File: src/hw/rtl/mcss_pkg.sv
// types and constants shared by the min coin subset search block
package mcss_pkg;

	localparam int TargetWidth   = 20;
	localparam int CoinFieldW    = 16;
	localparam int NumFieldW     = 5;
	localparam int MaskFieldW    = 16;
	localparam int CountFieldW   = 5;
	localparam int SolItemsMax   = 16;

	localparam logic KindSolution = 1'b0;
	localparam logic KindDone     = 1'b1;

	typedef logic [TargetWidth-1:0] cfg_data_t;

	typedef struct packed {
		logic [CoinFieldW-1:0] coin_value;
		logic                  last_coin;
	} coin_item_t;

	typedef struct packed {
		logic                   result_kind;
		logic [NumFieldW-1:0]   solution_number;
		logic [MaskFieldW-1:0]  chosen_mask;
		logic [CountFieldW-1:0] chosen_count;
		logic                   final_result;
	} result_item_t;

	typedef enum logic [2:0] {
		ST_IDLE,
		ST_EVAL,
		ST_TAKE,
		ST_RET,
		ST_RESTORE,
		ST_DONE
	} mcss_state_t;

endpackage

File: src/hw/rtl/mcss_chan_if.sv
// valid/ready channel with a typed payload
interface mcss_chan_if #(
	parameter type payload_t = logic
);
	logic     valid;
	logic     ready;
	payload_t data;

	modport source (output valid, output data, input ready);
	modport sink (input valid, input data, output ready);
endinterface

File: src/hw/rtl/mcss_ram.sv
// generic single-port-write, single-port-read ram with registered read
module mcss_ram #(
	parameter int WIDTH = 16,
	parameter int DEPTH = 16
) (
	input  logic                                clk,
	input  logic                                we,
	input  logic [(DEPTH > 1 ? $clog2(DEPTH) : 1)-1:0] wr_addr,
	input  logic [WIDTH-1:0]                    wr_data,
	input  logic [(DEPTH > 1 ? $clog2(DEPTH) : 1)-1:0] rd_addr,
	output logic [WIDTH-1:0]                    rd_data
);
	logic [WIDTH-1:0] mem [DEPTH];

	always_ff @(posedge clk) begin
		if (we) begin
			mem[wr_addr] <= wr_data;
		end
		rd_data <= mem[rd_addr];
	end
endmodule

File: src/hw/rtl/min_coin_subset_search_top.sv
// top level of the min coin subset search: coin loading, dfs sequencer, result register
//
//  channel   dir  payload                                        transaction
//  coin_in   in   coin_value, last_coin                          one coin loaded
//  cfg_in    in   target_change (20 bits)                        register write
//  res_out   out  result_kind, solution_number, chosen_mask,     one result item
//                 chosen_count, final_result
//
// coins load one per cycle into the coin ram; the coin that carries last_coin, or the
// NUM_COINS-th, starts the depth-first search and coin_in stays low on ready until the
// done item is in the result register
// each visited node takes an evaluate and a return step, plus a take step for every take and a
// restore step for every restore, since the read of the coin ram is registered
// arst_n clears all control state; the coin ram has no reset and its read data is only used where written
// a full result register stalls the search only at a step that must report an item
module min_coin_subset_search_top #(
	parameter int NUM_COINS  = 16,
	parameter int COIN_WIDTH = 16
) (
	input  logic clk,
	input  logic arst_n,
	mcss_chan_if.sink   coin_in,
	mcss_chan_if.sink   cfg_in,
	mcss_chan_if.source res_out
);
	import mcss_pkg::*;

	// address, depth and change widths
	localparam int AW = (NUM_COINS > 1) ? $clog2(NUM_COINS) : 1;
	localparam int DW = $clog2(NUM_COINS + 1);
	localparam int CW = ((COIN_WIDTH > TargetWidth) ? COIN_WIDTH : TargetWidth) + 2;

	mcss_state_t state_q, state_d;

	logic [TargetWidth-1:0] target_q;
	logic [DW-1:0]          coins_q;     // coins loaded in the current set
	logic [DW-1:0]          n_q;         // coin count of the set under search
	logic [DW-1:0]          d_q;         // coins decided on the current path
	logic [DW-1:0]          cnt_q;       // coins taken on the current path
	logic [DW-1:0]          best_q;
	logic [DW-1:0]          sol_q;       // improved solutions so far
	logic [NUM_COINS-1:0]   mask_q;      // take decisions on the current path
	logic signed [CW-1:0]   chg_q;       // change still to give

	logic                   out_valid_q;
	result_item_t           out_q;

	logic                   ram_we;
	logic [AW-1:0]          rd_addr;
	logic [COIN_WIDTH-1:0]  rd_data;
	logic [COIN_WIDTH-1:0]  coin_v;

	logic                   coin_acc;
	logic                   ends_set;
	logic                   can_load;
	logic                   at_zero;
	logic                   improve;
	logic                   room;
	logic                   emit_sol;
	logic                   emit_done;
	logic [AW-1:0]          d_idx;
	logic [AW-1:0]          p_idx;

	// coin store
	mcss_ram #(
		.WIDTH (COIN_WIDTH),
		.DEPTH (NUM_COINS)
	) u_coin_ram (
		.clk     (clk),
		.we      (ram_we),
		.wr_addr (coins_q[AW-1:0]),
		.wr_data (coin_v),
		.rd_addr (rd_addr),
		.rd_data (rd_data)
	);

	assign coin_v   = COIN_WIDTH'(coin_in.data.coin_value);
	assign coin_acc = coin_in.valid && coin_in.ready;
	assign ends_set = coin_in.data.last_coin || (coins_q == DW'(NUM_COINS - 1));
	assign can_load = !out_valid_q || res_out.ready;

	assign at_zero  = (chg_q == '0);
	assign improve  = (cnt_q < best_q);
	assign room     = (32'(sol_q) < SolItemsMax);
	assign d_idx    = d_q[AW-1:0];
	assign p_idx    = AW'(d_q - DW'(1));

	assign cfg_in.ready  = 1'b1;
	assign res_out.valid = out_valid_q;
	assign res_out.data  = out_q;

	// next state
	always_comb begin
		state_d = state_q;
		unique case (state_q)
			ST_IDLE: begin
				if (coin_acc && ends_set) begin
					state_d = ST_EVAL;
				end
			end
			ST_EVAL: begin
				if (at_zero) begin
					// solution node; wait only when an item has to go out
					if (!(improve && room) || can_load) begin
						state_d = ST_RET;
					end
				end else if (chg_q[CW-1] || (d_q >= n_q)) begin
					state_d = ST_RET;
				end else begin
					state_d = ST_TAKE;
				end
			end
			ST_TAKE: state_d = ST_EVAL;
			ST_RET: begin
				if (d_q == '0) begin
					state_d = ST_DONE;
				end else if (mask_q[p_idx]) begin
					state_d = ST_RESTORE;
				end
			end
			ST_RESTORE: state_d = ST_EVAL;
			ST_DONE: begin
				if (can_load) begin
					state_d = ST_IDLE;
				end
			end
			default: state_d = ST_IDLE;
		endcase
	end

	// outputs of the sequencer
	always_comb begin
		coin_in.ready = 1'b0;
		ram_we        = 1'b0;
		rd_addr       = d_idx;
		emit_sol      = 1'b0;
		emit_done     = 1'b0;
		unique case (state_q)
			ST_IDLE: begin
				coin_in.ready = 1'b1;
				ram_we        = coin_in.valid;
			end
			ST_EVAL: begin
				rd_addr  = d_idx;
				emit_sol = at_zero && improve && room && can_load;
			end
			ST_RET: rd_addr = p_idx;
			ST_DONE: emit_done = can_load;
			default: ;
		endcase
	end

	// configuration register
	always_ff @(posedge clk or negedge arst_n) begin
		if (!arst_n) begin
			target_q <= '0;
		end else if (cfg_in.valid && cfg_in.ready) begin
			target_q <= cfg_in.data;
		end
	end

	// search state
	always_ff @(posedge clk or negedge arst_n) begin
		if (!arst_n) begin
			state_q <= ST_IDLE;
			coins_q <= '0;
			n_q     <= '0;
			d_q     <= '0;
			cnt_q   <= '0;
			best_q  <= '0;
			sol_q   <= '0;
			mask_q  <= '0;
			chg_q   <= '0;
		end else begin
			state_q <= state_d;
			unique case (state_q)
				ST_IDLE: begin
					if (coin_acc) begin
						if (ends_set) begin
							// search start: best is the coin count
							coins_q <= '0;
							n_q     <= coins_q + DW'(1);
							best_q  <= coins_q + DW'(1);
							sol_q   <= '0;
							d_q     <= '0;
							cnt_q   <= '0;
							mask_q  <= '0;
							chg_q   <= CW'(target_q);
						end else begin
							coins_q <= coins_q + DW'(1);
						end
					end
				end
				ST_EVAL: begin
					// improvement counts even when the item is not sent
					if (at_zero && improve && (!room || can_load)) begin
						best_q <= cnt_q;
						sol_q  <= sol_q + DW'(1);
					end
				end
				ST_TAKE: begin
					chg_q         <= chg_q - $signed(CW'(rd_data));
					mask_q[d_idx] <= 1'b1;
					cnt_q         <= cnt_q + DW'(1);
					d_q           <= d_q + DW'(1);
				end
				ST_RET: begin
					if ((d_q != '0) && !mask_q[p_idx]) begin
						d_q <= d_q - DW'(1);
					end
				end
				ST_RESTORE: begin
					// undo the take of the coin above, then try the skip branch
					chg_q         <= chg_q + $signed(CW'(rd_data));
					mask_q[p_idx] <= 1'b0;
					cnt_q         <= cnt_q - DW'(1);
				end
				default: ;
			endcase
		end
	end

	// result register
	always_ff @(posedge clk or negedge arst_n) begin
		if (!arst_n) begin
			out_valid_q <= 1'b0;
		end else if (emit_sol || emit_done) begin
			out_valid_q <= 1'b1;
		end else if (res_out.ready) begin
			out_valid_q <= 1'b0;
		end
	end

	always_ff @(posedge clk) begin
		if (emit_sol) begin
			out_q.result_kind     <= KindSolution;
			out_q.solution_number <= NumFieldW'(sol_q + DW'(1));
			out_q.chosen_mask     <= MaskFieldW'(mask_q);
			out_q.chosen_count    <= CountFieldW'(cnt_q);
			out_q.final_result    <= 1'b0;
		end else if (emit_done) begin
			out_q.result_kind     <= KindDone;
			out_q.solution_number <= NumFieldW'(sol_q);
			out_q.chosen_mask     <= '0;
			out_q.chosen_count    <= CountFieldW'(best_q);
			out_q.final_result    <= 1'b1;
		end
	end
endmodule

File: src/flat_wrapper.sv
// flat-port wrapper written by rule: the top's interface ports become plain ports
module min_coin_subset_search_top_flat import mcss_pkg::*;
#(
	parameter int NUM_COINS  = 16,
	parameter int COIN_WIDTH = 16
)
  (clk, arst_n, coin_in_valid, coin_in_data, coin_in_ready, cfg_in_valid, cfg_in_data, cfg_in_ready, res_out_valid, res_out_data, res_out_ready);
  mcss_chan_if #(.payload_t(coin_item_t)) coin_in_i ();
  mcss_chan_if #(.payload_t(cfg_data_t)) cfg_in_i ();
  mcss_chan_if #(.payload_t(result_item_t)) res_out_i ();
  input  logic clk;
  input  logic arst_n;
  input wire logic [$bits(coin_in_i.valid)-1:0] coin_in_valid;
  input wire logic [$bits(coin_in_i.data)-1:0] coin_in_data;
  output wire logic [$bits(coin_in_i.ready)-1:0] coin_in_ready;
  input wire logic [$bits(cfg_in_i.valid)-1:0] cfg_in_valid;
  input wire logic [$bits(cfg_in_i.data)-1:0] cfg_in_data;
  output wire logic [$bits(cfg_in_i.ready)-1:0] cfg_in_ready;
  output wire logic [$bits(res_out_i.valid)-1:0] res_out_valid;
  output wire logic [$bits(res_out_i.data)-1:0] res_out_data;
  input wire logic [$bits(res_out_i.ready)-1:0] res_out_ready;
  assign coin_in_i.valid = coin_in_valid;
  assign coin_in_i.data = coin_in_data;
  assign coin_in_ready = coin_in_i.ready;
  assign cfg_in_i.valid = cfg_in_valid;
  assign cfg_in_i.data = cfg_in_data;
  assign cfg_in_ready = cfg_in_i.ready;
  assign res_out_valid = res_out_i.valid;
  assign res_out_data = res_out_i.data;
  assign res_out_i.ready = res_out_ready;
  min_coin_subset_search_top #(.NUM_COINS(NUM_COINS), .COIN_WIDTH(COIN_WIDTH)) u_core (.clk(clk), .arst_n(arst_n), .coin_in(coin_in_i), .cfg_in(cfg_in_i), .res_out(res_out_i));
endmodule
File: config.mk
export PLATFORM = sky130hd
export DESIGN_NAME = min_coin_subset_search_top_flat
export DESIGN_NICKNAME = d
export VERILOG_FILES = /design/src/hw/rtl/mcss_pkg.sv /design/src/hw/rtl/mcss_chan_if.sv /design/src/hw/rtl/mcss_ram.sv /design/src/hw/rtl/min_coin_subset_search_top.sv /design/src/flat_wrapper.sv
export SDC_FILE = /design/constraint.sdc
export NUM_CORES = 1
export LEC_CHECK = 0
export BUFFER_PORTS_ARGS = -buffer_cell sky130_fd_sc_hd__buf_2
export CORE_UTILIZATION = 45
export DETAILED_ROUTE_END_ITERATION = 8
export HOLD_SLACK_MARGIN = 0.1
export PLACE_DENSITY = 0.73
export RECOVER_POWER = 100
export SLEW_MARGIN = 10
export SYNTH_ARGS = -nofsm -noshare
export SYNTH_HDL_FRONTEND = slang
export SYNTH_HIERARCHICAL = 1
export SYNTH_SLANG_ARGS = --single-unit
File: constraint.sdc
create_clock -name clk -period 4 [get_ports clk]
set_input_delay 0 -clock clk [delete_from_list [all_inputs] [get_ports clk]]
set_output_delay 0 -clock clk [all_outputs]
set_load 0.05 [all_outputs]
==> results of run 1 <==
## synth_stat cells, types with 12 or more instances
master	count
ha_1	45
nand3_1	21
dfrtp_1	92
a21oi_1	55
nor3_1	18
edfxtp_1	282
and2_1	20
mux2_2	21
inv_1	24
xor2_1	22
nand2_1	89
nor2_1	67
dfxtp_1	17
xnor2_1	17
a21o_1	15
o21ai_0	65
mux4_2	58
a22oi_1	40
clkbuf_1	37
nand2b_1	12
## final timing paths
kind	end	slack, ns
worst max register to register	u_core/u_coin_ram/mem[7][10]$_DFFE_PP_	0.34
max in group asynchronous	u_core/target_q[11]$_DFFE_PN0P_	0.68
worst max-delay path	u_core/u_coin_ram/mem[7][10]$_DFFE_PP_	0.34
min in group asynchronous	u_core/state_q[0]$_DFFE_PN0P_	1.48
worst min-delay path	u_core/state_q[2]$_DFFE_PN0P_	0.41
worst min register to register	u_core/res_out.data[0]$_SDFFE_PP0P_	0.48
## cells in the final DEF, fill, tap and decap left out, types with 15 or more instances in the layout
cell type	n
a21o_1	15
a21oi_1	55
a22oi_1	40
buf_2	24
clkbuf_1	75
clkbuf_16	42
dfrtp_1	92
dfxtp_1	17
dlygate4sd3_1	62
edfxtp_1	282
ha_1	45
inv_1	23
mux2_2	21
mux4_2	58
nand2_1	89
nand3_1	21
nor2_1	65
nor3_1	18
o21ai_0	65
xnor2_1	17
xor2_1	22
## power breakdown
part / leakage, nW / internal [mW] / total [mW] / switching, mW
clock network: 0.648 / 2.16 / 3.73 / 1.57
logic: 2.78 / 2.55 / 5.94 / 3.39
registers: 3.87 / 4.84 / 5.29 / 0.446
## per-stage QoR
stage	hold WS [ns]	std cells	util, %
floorplan	-0.296	1192	-
global placement	0.0855	1752	48.7
detailed placement	0.0876	1752	48.7
CTS	0.334	1889	53.9
global route	0.462	1889	53.4
finish	0.406	1889	53.4
## routing by layer
metal | GRT usage [%] | wire length (um) | part of all wire, % | vias up
met4 | 8.24 | 1340 | 3.5 | 0
met1 | 27.0 | 16400 | 43 | 5432
met5 | 0 | 0 | 0 | -
li1 | - | - | - | 4938
met2 | 32.3 | 18200 | 48 | 389
met3 | 2.93 | 2150 | 5.6 | 81
## critical path, delay by kind of cell, from the launching register on
kind          cells  cell delay, ns
buf+inv           3            1.61
flops             1            0.37
simple gates      4            1.27
## kinds of logic (layout without fill, tap and decap cells)
logic type,Yosys count,in the layout
xor gates and xnor gates,39,39
other,1,1
muxes,96,96
AOI/OAI and AO/OA,253,253
adders and majority gates,47,47
DFF,391,391
and+or+nand+nor,280,280
buffers and inverters,85,271
## state kept, by name, indices dropped and copies added (netlist names), 16 cells and up
| signal | cells |
|---|---|
| u_core/chg_q | 22 |
| u_core/mask_q | 16 |
| u_core/res_out.data | 27 |
| u_core/target_q | 20 |
| u_core/u_coin_ram/mem | 256 |
| u_core/u_coin_ram/rd_data | 16 |
## cell type report
class	count	area [um2]	area share (%)
tap	511	639	3.17
inverter	24	91.3	0.452
timing repair buffer	173	1170	5.82
clock buffer	62	1210	5.97
multi-input combinational	716	5860	29.0
sequential	391	11100	55.0
clock inverter	12	111	0.551
## timing repair
action                                 4_1_cts  5_1_grt
endpoints found under the hold margin      344        0
resized for setup                            0        0
hold buffers                                63        0
==> results.py, run 1 <==
metrics = {
    "route": {
        "routed_wirelength_um": 38100,
        "drc": 0,
        "drt-vias-per-instance": 5.74,
        "wire_per_inst_um": 20.2,
        "drtAntennaViolNets": 0,
        "vias": 10840,
        "first_iter_violations": 946,
        "first_pass_iters": 6,
    },
    "synth": {
        "ys_warn_count": 6,
        "yosysTopAreaCellShare_pct": 48.8,
        "synth_edf_count": 282,
        "ys_ff_latch": 391,
        "syn_area_per_cell_um2": 14.6,
        "ys_types": 72,
        "netlist.top_cell.by_area": "edfxtp_1",
        "syn_inst": 1192,
        "synthXorXnorAreaFrac_pct": 1.97,
        "syn_area_mm2": 0.0174,
        "ys_seq_area_share_pct": 64.0,
        "netlist_top_cells_area": "edfxtp_1, dfrtp_1, mux4_2",
        "synth-compound-area-share_pct": 9.59,
        "synthAdderAreaFrac_pct": 3.47,
        "synth_nets": 1281,
        "async_reset_ff_share_pct": 23.5,
        "synth_top_family_by_area": "multiplexers",
        "synthFlopType": "edfxtp_1",
        "yosys.area_share.simple_pct": 7.89,
        "synthMuxAreaShare_pct": 10.8,
    },
    "die": {
        "core_area_mm2": 0.0378,
        "core.rowCount": 71,
        "start_util_pct": 45.9,
        "die_x_um": 198,
        "dieArea_mm2": 0.0394,
        "pin_count": 73,
        "fp.dieH_um": 198,
    },
    "cells_and_area": {
        "antenna_cells": 0,
        "layout-drive-gt1-share_pct": 14.5,
        "fin_area_mm2": 0.0202,
        "num-fill-cells": 3112,
        "area_delta_synth_final_pct": 16.3,
        "final_nets": 1436,
    },
    "place": {
        "numPortBuffers": 71,
        "routabilityCongestion": 0.877,
        "dp_hpwl_um": 23000,
        "post-place-ws_ns": 0.421,
        "placed_area_mm2": 0.0184,
    },
    "worst_setup_path": {
        "r2r_cells": 7,
        "cp.required_ns": 4.17,
        "worstSetupPathType": "flip-flop to flip-flop",
        "cp_slowest_cell": "clkbuf_1",
        "startpoint_type": "flip-flop",
        "crit_path_cell_trace": "clkbuf_1 > nor3_1 > nand2_1 > inv_1 > nand3b_1 > nor2_1 > clkbuf_1",
        "crit_path_frequent_cell": "clkbuf_1",
        "cp_max_fo": 20,
        "cp-end-kind": "flip-flop",
        "crit_path_max_incr_delay_ns": 1.00,
        "cp.arrival_ns": 3.83,
        "r2r_start": "u_core/state_q[0]$_DFFE_PN0P_",
        "crit_path_start": "u_core/state_q[0]$_DFFE_PN0P_",
    },
    "sta": {
        "rsz0062_at_grt": "false",
        "min_period_over_period_pct": 91.5,
        "final.setup.tns_ns": 0,
        "slew_headroom_pct": -86.8,
        "timing.fmax_mhz": 273,
        "fin_skew_ns": 0.00832,
        "fin_ws_ns": 0.340,
        "setup_viol": 0,
        "tightest_slew_ns": 2.80,
        "hold_viol": 0,
        "drv_slew": 94,
        "min_period_ns": 3.66,
    },
    "min_path": {
        "hold_start": "res_out_ready",
        "min_path_type": "primary input to flip-flop",
        "whs_path_depth": 6,
    },
    "cts": {
        "cts.sinks": 391,
        "cts_tree": "yes",
        "cts_buffers": 41,
        "cts-root-buf": "clkbuf_16",
        "clk_pin_slew_ns": 0.06,
        "cts_max_level": 2,
        "post_cts_buffers": 0,
        "cts_buffer_depth": 3,
        "insertion_delay_ns": 0.56,
    },
    "power": {
        "p_total_mw": 15.0,
        "p_leak_nw": 7.30,
        "ir_worst_vdd_v": 0.000371,
        "power.density_mw_per_mm2": 741,
    },
    "run": {
        "drv_cap": 2,
    },
    "global_routing": {
        "antenna_found_initial": 0,
        "grt_pass1_wl_um": 59700,
        "grt_max_degree": 65,
        "grt_pass1_vias": 10611,
        "grt_overflow_total": 0,
        "grtUsageTotal_pct": 19.9,
    },
    "run_status": {
        "outcome": "complete, but fails checks",
        "violations": "capacitance limit, slew limit",
    },
}
No activity file was read; power rests on OpenSTA's default activity.
==> inputs of run 2 (changes only) <==
- CAP_MARGIN: unset -> 40
- CORE_UTILIZATION: 45 -> 30
- PLACE_DENSITY: 0.73 -> 0.57
- SYNTH_HIERARCHICAL: 1 -> unset
==> results.py, run 2 <==
metrics = {
    "global_routing": {
        "grt_max_degree": 65,
        "grt_pass1_wl_um": 62700,
        "grt_pass1_vias": 10808,
        "antenna_found_initial": 2,
        "grt_overflow_total": 0,
        "grtUsageTotal_pct": 13.8,
    },
    "synth": {
        "netlist.top_cell.by_area": "edfxtp_1",
        "synth_nets": 1246,
        "synth_commonest_cells": "edfxtp_1, dfrtp_1, mux4_2",
        "synth_most_common_cell": "edfxtp_1",
        "synth_edf_count": 282,
        "yosysTopAreaCellShare_pct": 49.1,
        "ys_ff_latch": 391,
        "ys_seq_area_share_pct": 64.4,
        "synthFlopType": "edfxtp_1",
        "ys_types": 59,
        "ys_warn_count": 0,
        "netlist_top_cells_area": "edfxtp_1, dfrtp_1, mux4_2",
        "syn_inst": 1154,
        "async_reset_ff_share_pct": 23.5,
        "syn_area_per_cell_um2": 14.9,
        "syn_area_mm2": 0.0172,
    },
    "cells_and_area": {
        "largest-register": "u_core.u_coin_ram.mem",
        "area_delta_synth_final_pct": 19.1,
        "largest_register_ffs": 256,
        "num-fill-cells": 5429,
        "seq_area_mm2": 0.0111,
        "fin_area_mm2": 0.0205,
        "final_nets": 1407,
        "antenna_cells": 0,
        "instances_no_fill": 2105,
        "multiInputGateArea_mm2": 0.00587,
        "layout_commonest_cell": "edfxtp_1",
        "layout_common_cells": "edfxtp_1, dfrtp_1, clkbuf_1",
        "layout-drive-gt1-share_pct": 16.5,
    },
    "power": {
        "power.density_mw_per_mm2": 403,
        "p_leak_nw": 7.04,
        "ir_worst_vdd_v": 0.000281,
    },
    "place": {
        "numPortBuffers": 71,
        "dp_hpwl_um": 24300,
        "post-place-ws_ns": 0.397,
        "placed_area_mm2": 0.0188,
        "routabilityCongestion": 0.865,
        "place_inst": 1963,
    },
    "worst_setup_path": {
        "cp_max_fo": 12,
        "cp.arrival_ns": 4.12,
        "cp_slowest_cell": "or4b_1",
        "crit_family": "simple AND/OR/NAND/NOR gates",
        "worstSetupPathType": "flip-flop to flip-flop",
        "cp.required_ns": 4.49,
        "crit_path_cell_trace": "nand2b_1 > or2_2 > inv_1 > nor2_1 > xor2_1 > ha_1 > a211o_1 > o21ai_1 > o21ai_0 > a21oi_1 > a21oi_1 > or4b_1 > nand3_1",
        "crit_path_frequent_cell": "a21oi_1",
        "crit_path_start": "u_core.state_q[1]$_DFFE_PN0P_",
        "cp-end-kind": "flip-flop",
        "startpoint_type": "flip-flop",
        "r2r_start": "u_core.state_q[1]$_DFFE_PN0P_",
        "crit_path_max_incr_delay_ns": 0.47,
        "cp_num_buf_inv": 1,
    },
    "cts": {
        "post_cts_buffers": 0,
        "cts_buffers": 42,
        "cts_buffer_depth": 3,
        "insertion_delay_ns": 0.59,
        "clk_pin_slew_ns": 0.06,
        "cts_max_level": 2,
        "cts-root-buf": "clkbuf_16",
        "cts_tree": "yes",
        "cts.sinks": 391,
        "cts_resized": 0,
    },
    "sta": {
        "setup_viol": 0,
        "min_period_over_period_pct": 90.6,
        "timing.hold.ws_ns": 0.353,
        "final.setup.tns_ns": 0,
        "fin_skew_ns": 0.0387,
        "slew_headroom_pct": -26.8,
        "fin_ws_ns": 0.376,
        "min_period_ns": 3.62,
        "hold_viol": 0,
        "timing.fmax_mhz": 276,
        "drv_slew": 52,
        "rsz0062_at_grt": "false",
        "tightest_slew_ns": 1.90,
    },
    "route": {
        "first_iter_violations": 803,
        "routed_wirelength_um": 40000,
        "drt-vias-per-instance": 4.95,
        "vias": 10412,
        "drc": 0,
        "drtAntennaViolNets": 0,
        "wire_per_inst_um": 19.0,
        "first_pass_iters": 5,
    },
    "min_path": {
        "min_path_type": "primary input to flip-flop",
        "hold_start": "coin_in_data[0]",
    },
    "die": {
        "die_x_um": 242,
        "core_area_mm2": 0.0566,
        "core.rowCount": 87,
        "start_util_pct": 30.5,
        "fp.dieH_um": 242,
        "dieArea_mm2": 0.0584,
        "pin_count": 73,
    },
    "run": {
        "drv_cap": 3,
    },
    "run_status": {
        "outcome": "complete, but fails checks",
        "violations": "capacitance limit, slew limit",
    },
}
==> run 2: changes by cell type in the layout (fill, tap and decap cells not counted), moves of 8 or more <==
| cell | previous run | this run |
|---|---|---|
| mux4_2 | 58 | 84 |
| nor2_2 | 2 | 11 |
| o21ai_0 | 65 | 80 |
| xor2_1 | 22 | 14 |
| nor2_1 | 65 | 46 |
| mux4_1 | 10 | 0 |
| a21oi_1 | 55 | 76 |
| clkbuf_1 | 75 | 88 |
| nand3_1 | 21 | 10 |
| a22oi_1 | 40 | 18 |
| nand2_1 | 89 | 61 |
==> run 2: logic make-up (layout without fill, tap and decap cells) <==
kind of cell | after synthesis | after routing | synth area share, %
AOI/OAI and AO/OA | 252 | 252 | 8.88
buffers and inverters | 85 | 280 | 1.93
other | 1 | 1 | 0.0217
DFF | 391 | 391 | 64.4
and+or+nand+nor | 227 | 227 | 6.47
muxes | 108 | 108 | 12.5
xor gates and xnor gates | 40 | 40 | 2.03
adders and majority gates | 50 | 50 | 3.72
==> run 2: repair_timing <==
item | CTS | global route
endpoints found under the setup margin | 0 | 0
hold buffers | 64 | 0
hold endpoints to repair | 345 | 0
==> run 2: path summary, 6_finish.rpt <==
kind | endpoint | slack (ns) | cells past startpoint
hold / removal | u_core.coins_q[1]$_DFFE_PN0P_ | 0.35 | 5
setup / recovery | u_core.chg_q[13]$_DFFE_PN0P_ | 0.38 | 13
max in group asynchronous | u_core.target_q[14]$_DFFE_PN0P_ | 1.35 | 4
hold reg to reg | u_core.n_q[2]$_DFFE_PN0P_ | 0.49 | 2
setup reg to reg | u_core.chg_q[13]$_DFFE_PN0P_ | 0.38 | 13
min in group asynchronous | u_core.coins_q[3]$_DFFE_PN0P_ | 0.49 | 3
==> run 2: worst register-to-register path, stage by stage (launching register included) <==
cell and delay (ns):
dfrtp_1 0.37, nand2b_1 0.17, or2_2 0.38, inv_1 0.29, nor2_1 0.10, xor2_1 0.15
ha_1 0.35, a211o_1 0.28, o21ai_1 0.29, o21ai_0 0.13, a21oi_1 0.36, a21oi_1 0.14
or4b_1 0.47, nand3_1 0.09
==> run 2: power breakdown <==
group | total (mW) | leakage (nW) | internal [mW] | switching (mW)
Combinational | 0.166 | 2.68 | 0.0828 | 0.0834
Sequential | 4.38 | 3.73 | 4.37 | 0.0141
Clock | 3.73 | 0.633 | 2.10 | 1.63
==> run 2: routing by layer <==
metal | global-route usage (%) | up-vias | part of all wire (%)
met2 | 22.0 | 259 | 47
met3 | 2.51 | 61 | 4.8
met1 | 18.9 | 5294 | 46
met4 | 4.50 | 2 | 2.4
met5 | 0 | - | 0.030
li1 | - | 4796 | -
==> run 2: layout make-up <==
class	instances	share of cell area (%)
multi-input cells	678	28.6
well taps	756	4.61
repair buffers	174	5.76
clock buffers	64	5.67
clock inverters	14	0.749
inverters	28	0.512
flip-flops and latches	391	54.1
==> run 2: metrics by stage <==
step           util, %  total power [mW]
6_report          36.3              8.27
5_1_grt           36.3              8.54
4_1_cts           36.7              8.39
3_5_place_dp      33.2              4.57
3_3_place_gp      33.1              4.56
2_1_floorplan        -              4.49
